--- src/rtl/isp_pkg.sv ---
// ----------------------------------------------------------------------------
// isp_pkg
// Shared constants and types of the iterated three-point smoother.
// ----------------------------------------------------------------------------
package isp_pkg;

	localparam int ISP_MAX_PASSES  = 16;
	localparam int ISP_SAMPLE_BITS = 16;
	localparam int ISP_PASS_BITS   = 5;
	localparam int ISP_PASS_RESET  = 1;

	typedef struct packed {
		logic clear;
		logic enable;
	} isp_cell_ctl_t;

endpackage

--- src/rtl/isp_cell.sv ---
// ----------------------------------------------------------------------------
// isp_cell
// One smoothing pass: holds the centre sample and its left neighbour, emits
// the truncated three-point average one sample late, replicates the edge
// sample at both block ends, and forwards beats unchanged when disabled.
// ----------------------------------------------------------------------------
module isp_cell #(
	parameter int SAMPLE_BITS = isp_pkg::ISP_SAMPLE_BITS
) (
	input  logic                          clk,
	input  logic                          arst_n,
	input  isp_pkg::isp_cell_ctl_t        ctl,
	input  logic                          in_valid,
	output logic                          in_ready,
	input  logic signed [SAMPLE_BITS-1:0] in_data,
	input  logic                          in_last,
	output logic                          out_valid,
	input  logic                          out_ready,
	output logic signed [SAMPLE_BITS-1:0] out_data,
	output logic                          out_last
);
	import isp_pkg::*;

	localparam int SUM_BITS = SAMPLE_BITS + 2;
	localparam int MAG_BITS = SAMPLE_BITS + 1;
	localparam logic [MAG_BITS:0]   POW   = (MAG_BITS + 1)'(1) << MAG_BITS;
	localparam logic [MAG_BITS-1:0] RECIP = MAG_BITS'(POW / 3);

	logic                          occ_q;
	logic                          flush_q;
	logic                          ov_q;
	logic signed [SAMPLE_BITS-1:0] held_q;
	logic signed [SAMPLE_BITS-1:0] left_q;
	logic signed [SAMPLE_BITS-1:0] od_q;
	logic                          ol_q;

	logic                          load_ok;
	logic                          in_fire;
	logic                          emit;
	logic                          emit_last;
	logic signed [SAMPLE_BITS-1:0] emit_data;
	logic signed [SAMPLE_BITS-1:0] right;
	logic signed [SUM_BITS-1:0]    sum;
	logic [MAG_BITS-1:0]           mag;
	logic [2*MAG_BITS-1:0]         prod;
	logic [MAG_BITS-1:0]           q0;
	logic [MAG_BITS:0]             trip;
	logic [MAG_BITS:0]             rem;
	logic [MAG_BITS-1:0]           quo;
	logic signed [SAMPLE_BITS-1:0] avg;

	// average of three, truncated toward zero
	always_comb begin
		right = flush_q ? held_q : in_data;
		sum   = SUM_BITS'(left_q) + SUM_BITS'(held_q) + SUM_BITS'(right);
		mag   = sum[SUM_BITS-1] ? MAG_BITS'(-sum) : MAG_BITS'(sum);
		prod  = {{MAG_BITS{1'b0}}, mag} * {{MAG_BITS{1'b0}}, RECIP};
		q0    = prod[2*MAG_BITS-1:MAG_BITS];
		trip  = {q0, 1'b0} + {1'b0, q0};
		rem   = {1'b0, mag} - trip;
		quo   = (rem >= (MAG_BITS + 1)'(3)) ? q0 + MAG_BITS'(1) : q0;
		avg   = sum[SUM_BITS-1] ? SAMPLE_BITS'(-quo) : SAMPLE_BITS'(quo);
	end

	always_comb begin
		load_ok  = !ov_q || out_ready;
		in_ready = load_ok && !flush_q;
		in_fire  = in_valid && in_ready;
		if (flush_q) begin
			emit      = load_ok;
			emit_last = 1'b1;
			emit_data = avg;
		end else begin
			emit      = in_fire && (!ctl.enable || occ_q || in_last);
			emit_last = in_last && (!ctl.enable || !occ_q);
			emit_data = (ctl.enable && occ_q) ? avg : in_data;
		end
	end

	always_ff @(posedge clk or negedge arst_n) begin
		if (!arst_n) begin
			occ_q   <= 1'b0;
			flush_q <= 1'b0;
			ov_q    <= 1'b0;
		end else if (ctl.clear) begin
			occ_q   <= 1'b0;
			flush_q <= 1'b0;
			ov_q    <= 1'b0;
		end else begin
			if (flush_q && load_ok) begin
				flush_q <= 1'b0;
				occ_q   <= 1'b0;
			end else if (in_fire && ctl.enable) begin
				if (occ_q) begin
					flush_q <= in_last;
				end else begin
					occ_q <= !in_last;
				end
			end
			if (emit) begin
				ov_q <= 1'b1;
			end else if (out_ready) begin
				ov_q <= 1'b0;
			end
		end
	end

	always_ff @(posedge clk) begin
		if (in_fire && ctl.enable) begin
			if (occ_q) begin
				left_q <= held_q;
			end else begin
				left_q <= in_data;
			end
			held_q <= in_data;
		end
		if (emit) begin
			od_q <= emit_data;
			ol_q <= emit_last;
		end
	end

	assign out_valid = ov_q;
	assign out_data  = od_q;
	assign out_last  = ol_q;

endmodule

--- config.mk ---
export PLATFORM = sky130hd
export DESIGN_NAME = isp_cell
export DESIGN_NICKNAME = d
export VERILOG_FILES = /design/src/rtl/isp_pkg.sv /design/src/rtl/isp_cell.sv
export SDC_FILE = /design/constraint.sdc
export NUM_CORES = 1
export LEC_CHECK = 0
export BUFFER_PORTS_ARGS = -buffer_cell sky130_fd_sc_hd__buf_2
export CORE_ASPECT_RATIO = 0.75
export CORE_MARGIN = 2
export CORE_UTILIZATION = 55
export DETAILED_ROUTE_END_ITERATION = 10
export PLACE_DENSITY = 0.72
export SLEW_MARGIN = 10
export SYNTH_ARGS = -nofsm -noshare
export SYNTH_HDL_FRONTEND = slang
export SYNTH_SLANG_ARGS = --single-unit
--- constraint.sdc ---
create_clock -name clk -period 29.2 [get_ports clk]
set_input_delay 1.46 -clock clk [delete_from_list [all_inputs] [get_ports clk]]
set_output_delay 1.46 -clock clk [all_outputs]
set_load 0.01 [all_outputs]
## Word level (Yosys, flattened, before mapping)

Index checks and enable logic that the tools add are counted.

| storage, ports and cells | value |
|---|---|
| bits in registers | 52 |
| bits in latches | 0 |
| bits in writable memories | 0 |
| memory bits (read-only) | 0 |
| bits of input ports | 23 |
| output and inout bits | 19 |
| logic and storage cells | 55 |
| memories | 0 |

| cells by class | value |
|---|---|
| add/sub/neg operators | 7 |
| multiply operators | 1 |
| div/mod/pow operators | 0 |
| order comparisons | 1 |
| eq/ne operators | 0 |
| shift operators | 0 |
| mux-type cells | 19 |
| bitwise operators | 0 |
| reductions and logical operators | 20 |

Operator list:

| cell | number |
|---|---|
| 2-to-1 mux 16 bit | 6 |
| adder 17 x 16 -> 18 bit | 2 |
| multiplier 17 x 15 -> 32 bit (second input constant) | 1 |
| greater-or-equal comparator 18 x 2 -> 1 bit (second input constant) | 1 |
| subtractor 17 x 18 -> 18 bit | 1 |
| adder 16 x 16 -> 17 bit | 1 |
| 2-to-1 mux 17 bit | 1 |
| negator 17 bit | 1 |
| adder 16 x 1 -> 16 bit (second input constant) | 1 |
| negator 16 bit | 1 |
| 2-to-1 mux 1 bit | 12 |
| nonzero test 3 bit | 3 |
| logical AND 1 bit | 7 |
| zero test 1 bit | 5 |
| logical OR 1 bit | 4 |
| AND reduction 2 bit | 1 |

## Logic depth before layout (Yosys ltp)

| depth | value |
|---|---|
| word-level depth | 13 |
| mapped depth | 57 |
| mapped depth without buffers | 52 |

## Worst setup path before layout

OpenSTA, ideal clock, no wires.

| timing path | value |
|---|---|
| path type | input -> register |
| start point | input in_data[2] |
| end point | register od_q[14] (netlist: out_data[14]) (data pin) |
| library setup time | 0.265 ns |
| data arrival time | 14.179 ns |
| data required time | 28.935 ns |
| slack | 14.757 ns |
| stages on the path | 48 |
| buffers on the path | 1 |
| cell sequence | mux2_2 > fa_1 > ha_1 > a21o_1 > a21oi_1 > o21bai_1 > a21oi_1 > o21bai_1 > a21oi_1 > xnor2_1 > or4_1 > or3_1 > or3_1 > o31ai_1 > xnor2_1 > ha_1 > ha_1 > fa_1 > [... 12 more ...] > xor2_1 > ha_1 > ha_1 > ha_1 > nor3b_1 > or2_0 > a2111oi_0 > nand4b_1 > or4_4 > nor4b_4 > nand4b_4 > or3_1 > clkbuf_1 > xnor2_1 > ha_1 > nand4_1 > nor4_1 > nor3_1 |

| on the way | value |
|---|---|
| cells in the longest elaborated chain, start to end | 13 |
| elaborated cells between the ends (all ways) | 14 |
| those cells by class | add/sub (6); mul (1); order compare (1); mux (6) |

RTL lines:

| what | RTL line | text |
|---|---|---|
| from (decl) | isp_cell.sv:15 | `input logic signed [SAMPLE_BITS-1:0] in_data,` |
| 2-to-1 mux 16 bit (*) | isp_cell.sv:54 | `right = flush_q ? held_q : in_data;` |
| adder 17 x 16 -> 18 bit (*) | isp_cell.sv:55 | `sum = SUM_BITS'(left_q) + SUM_BITS'(held_q) + SUM_BITS'(right);` |
| negator 17 bit | isp_cell.sv:56 | `mag = sum[SUM_BITS-1] ? MAG_BITS'(-sum) : MAG_BITS'(sum);` |
| 2-to-1 mux 17 bit | isp_cell.sv:56 |  |
| multiplier 17 x 15 -> 32 bit | isp_cell.sv:57 | `prod = {{MAG_BITS{1'b0}}, mag} * {{MAG_BITS{1'b0}}, RECIP};` |
| adder 17 x 16 -> 18 bit | isp_cell.sv:59 | `trip = {q0, 1'b0} + {1'b0, q0};` |
| subtractor 17 x 18 -> 18 bit | isp_cell.sv:60 | `rem = {1'b0, mag} - trip;` |
| greater-or-equal comparator 18 x 2 -> 1 bit | isp_cell.sv:61 | `quo = (rem >= (MAG_BITS + 1)'(3)) ? q0 + MAG_BITS'(1) : q0;` |
| 2-to-1 mux 16 bit | isp_cell.sv:61 |  |
| negator 16 bit | isp_cell.sv:62 | `avg = sum[SUM_BITS-1] ? SAMPLE_BITS'(-quo) : SAMPLE_BITS'(quo);` |
| 2-to-1 mux 16 bit (*) | isp_cell.sv:62 |  |
| 2-to-1 mux 16 bit | isp_cell.sv:76 | `emit_data = (ctl.enable && occ_q) ? avg : in_data;` |
| 2-to-1 mux 16 bit (*) | isp_cell.sv:69 | `if (flush_q) begin` |
| net emit_data[14] | isp_cell.sv:41 | `logic signed [SAMPLE_BITS-1:0] emit_data;` |
| to (signal assigned) | isp_cell.sv:118 | `od_q <= emit_data;` |
| to (decl) | isp_cell.sv:34 | `logic signed [SAMPLE_BITS-1:0] od_q;` |

Mark *: on every way through the listed nets, which the timed path passes. The rest lies on a longest branch.
A chain may end at the register's enable or synchronous reset.

## Worst setup path in the final report

Same ends and word-level chain as after synthesis.

==> flow_metrics.tcl <==
set metrics [dict create \
    final_util 0.592 \
    cpMostUsedCell "ha_1" \
    synth.largest_area_cell "ha_1" \
    drtPass1Iterations 5 \
    synth.area.top_cells "ha_1, fa_1, edfxtp_1" \
    start_util 0.560 \
    finalHoldViolCount 0 \
    clockBufferDepth 2 \
    postCtsSetupRepairBufs 0 \
    crit_required_ns 29.25 \
    rsz0062_at_grt "false" \
    core_area_mm2 0.0193 \
    path_buf_inv 3 \
    holdWs_ns 0.612 \
    cts-root-buf "clkbuf_16" \
    vias 8854 \
    ys_async_sr_fraction 0.0577 \
    endpoint_kind "flop" \
    syn_area_mm2 0.0108 \
    grt_max_degree 33 \
    crit_path_max_incr_delay_ns 0.79 \
    io_pins 42 \
    syn_nets 1482 \
    portBuffers 41 \
    dieArea_mm2 0.0208 \
    whs_path_depth 1 \
    vias_per_cell 6.01 \
    nets 1511 \
    max_freq_mhz 60.8 \
    ys_warn_count 0 \
    htree_levels 2 \
    insertion_delay_ns 0.31 \
    finalClockSkew_ns 0.00686 \
    wl_um 28700 \
    syn_to_final_growth_pct 5.75 \
    fin_crit_ns 16.46 \
    groute.usage.overall 0.280 \
    crit_path_start_kind "primary input" \
    syn_inst 1189 \
    ff2ff_path_depth 47 \
    timing.rr.end "out_data[14]" \
    antenna_found_initial 0 \
    setup_violations 0 \
    cts.sinks 52 \
    grt_pass1_wl_um 45900 \
    yosysUniqueCellTypes 85 \
    status "finished, final reports clean" \
    tightest_slew_ns 1.10 \
    hold_path_end "left_q[8]" \
    cts_resized 0 \
    slowest_stage "nor3_2" \
    drive_gt1_frac 0.0878 \
    yosysTopAreaCellShare 0.199 \
    worst_hold_startpoint "held_q[8]" \
    grt-ovfl-total 0 \
    drtAntennaViolNets 0 \
    slew_headroom 0.270 \
    hp-class "reg -> reg" \
    die_h_um 125 \
    clkTransAtPathRegs_ns 0.08 \
    finalCritPeriodShare 0.564 \
    worstSetupPathDepth 48 \
    drt_iter0_drc 747 \
    first_global_vias 8574 \
    die_w_um 166 \
    path_class "in -> reg" \
    path_max_fanout 15 \
    avgSynthCellArea_um2 9.07 \
    synth-seq-area-share 0.143 \
    rows 44 \
    maxSlewViolCount 0 \
    cp_data_arrival_time_ns 16.51 \
    r2r_slack_ns 12.80 \
    drv_cap 0 \
    gp_congestion 1.12 \
    cts_tree "done" \
    cpLargestDelayFamily "adder cells" \
    synth_edf_count 49 \
    remaining_drc_errors 0 \
    cts_made_buffers 5 \
    timing.rr.start "flush_q" \
    ys.flop_type "edfxtp_1" \
    hpwl_um 24600 \
    antennaDiodeCount 0 \
    yosys_register_bits 52 \
    finalSetupTns_ns 0 \
    wl_per_cell_um 19.5 \
    cts-hold-fix-buffers 0 \
]
[area by class of cell]
cell class / instances / area, µm²
tap: 253 / 317
clock buffer: 5 / 125
timing repair buffer: 48 / 258
multi-input combinational: 908 / 8370
inverter: 203 / 762
fill: 1694 / 7860
sequential: 52 / 1550
clock inverter: 3 / 27.5
[per-stage QoR]
| step | setup WS (ns) | cell area, µm² | std cells |
|---|---|---|---|
| after floorplan | 14.76 | 10800 | 1189 |
| after global placement | 12.83 | 11300 | 1464 |
| after detailed placement | 12.63 | 11300 | 1464 |
| after CTS | 12.89 | 11400 | 1472 |
| after global routing | 11.85 | 11400 | 1472 |
| final | 12.74 | 11400 | 1472 |
[worst reg2reg max path: cells and delay by family, from the launching register on]
family | cells | cell delay [ns]
buffers and inverters | 2 | 0.09
adders and majority gates | 13 | 5.02
DFF | 1 | 1.06
AOI/OAI and AO/OA | 12 | 3.43
and+or+nand+nor | 15 | 4.84
xor gates and xnor gates | 3 | 0.96
muxes | 2 | 0.77
[kinds of logic (layout without fill, tap and decap cells)]
group | Yosys count | count (layout) | synth area share
and+or+nand+nor | 282 | 282 | 0.137
DFF | 52 | 52 | 0.143
AOI/OAI and AO/OA | 233 | 233 | 0.148
xor gates and xnor gates | 77 | 77 | 0.0632
buffers and inverters | 229 | 259 | 0.0808
adders and majority gates | 270 | 270 | 0.381
muxes | 46 | 46 | 0.0458
[layer usage]
| layer | vias up | part of all wire | global-route usage |
|---|---|---|---|
| met1 | 4276 | 0.47 | 0.426 |
| met5 | - | 0 | 0 |
| met2 | 326 | 0.42 | 0.410 |
| li1 | 4223 | - | - |
| met3 | 29 | 0.093 | 0.0703 |
| met4 | 0 | 0.013 | 0.0409 |
[how the worst max path moves through the flow]
stage / slack (ns) / startpoint / end
2_1_floorplan: 14.76 / in_data[2] / out_data[14]
3_3_place_gp: 12.83 / in_data[2] / out_data[14]
3_5_place_dp: 12.63 / in_data[2] / out_data[14]
4_1_cts: 12.89 / in_data[2] / out_data[14]
5_1_grt: 11.85 / flush_q / out_data[14]
6_report: 12.74 / in_data[2] / out_data[14]
[sequential cells by signal, indices dropped and copies added, names as in the netlist]
register / count
left_q: 16
out_data: 16
held_q: 16
flush_q: 1
out_last: 1
occ_q: 1
out_valid: 1
[placed cells by master, fill, tap and decap left out, types with 8 or more instances in the layout]
| master | count |
|---|---|
| a31oi_1 | 8 |
| inv_1 | 201 |
| mux2_2 | 27 |
| nand2_1 | 68 |
| nor4_1 | 17 |
| ha_1 | 172 |
| o31ai_1 | 11 |
| a21oi_1 | 56 |
| nor2_1 | 63 |
| nand4_1 | 13 |
| o21bai_1 | 14 |
| a211oi_1 | 14 |
| and3_1 | 16 |
| or3_1 | 10 |
| a21o_1 | 18 |
| o21ai_0 | 32 |
| xnor2_1 | 58 |
| xor2_1 | 18 |
| mux2i_1 | 19 |
| buf_2 | 41 |
| edfxtp_1 | 49 |
| nor3_1 | 21 |
| nand2b_1 | 12 |
| nand3_1 | 19 |
| fa_1 | 98 |
[cells in the mapped netlist, drive strengths merged, types with 5 or more instances]
| cell | n |
|---|---|
| nand3 | 19 |
| nand2b | 12 |
| ha | 172 |
| xnor2 | 58 |
| mux2 | 27 |
| a31oi | 8 |
| nor2 | 63 |
| edfxtp | 49 |
| o31ai | 12 |
| nor4 | 17 |
| o21a | 7 |
| or2 | 6 |
| nor3 | 22 |
| or4 | 6 |
| xor2 | 19 |
| nand4 | 13 |
| mux2i | 19 |
| o21ai | 42 |
| o311ai | 5 |
| nand2 | 68 |
| a211oi | 15 |
| and2 | 5 |
| or3 | 10 |
| a21o | 18 |
| clkbuf | 16 |
| o21bai | 14 |
| o211ai | 6 |
| nor3b | 7 |
| nor2b | 6 |
| and3 | 16 |
| buf | 10 |
| inv | 203 |
| a21oi | 57 |
| fa | 98 |
Power is left out: the tool's default activity adds up to more than one toggle a clock period on the data nets, which glitch-free logic cannot reach.
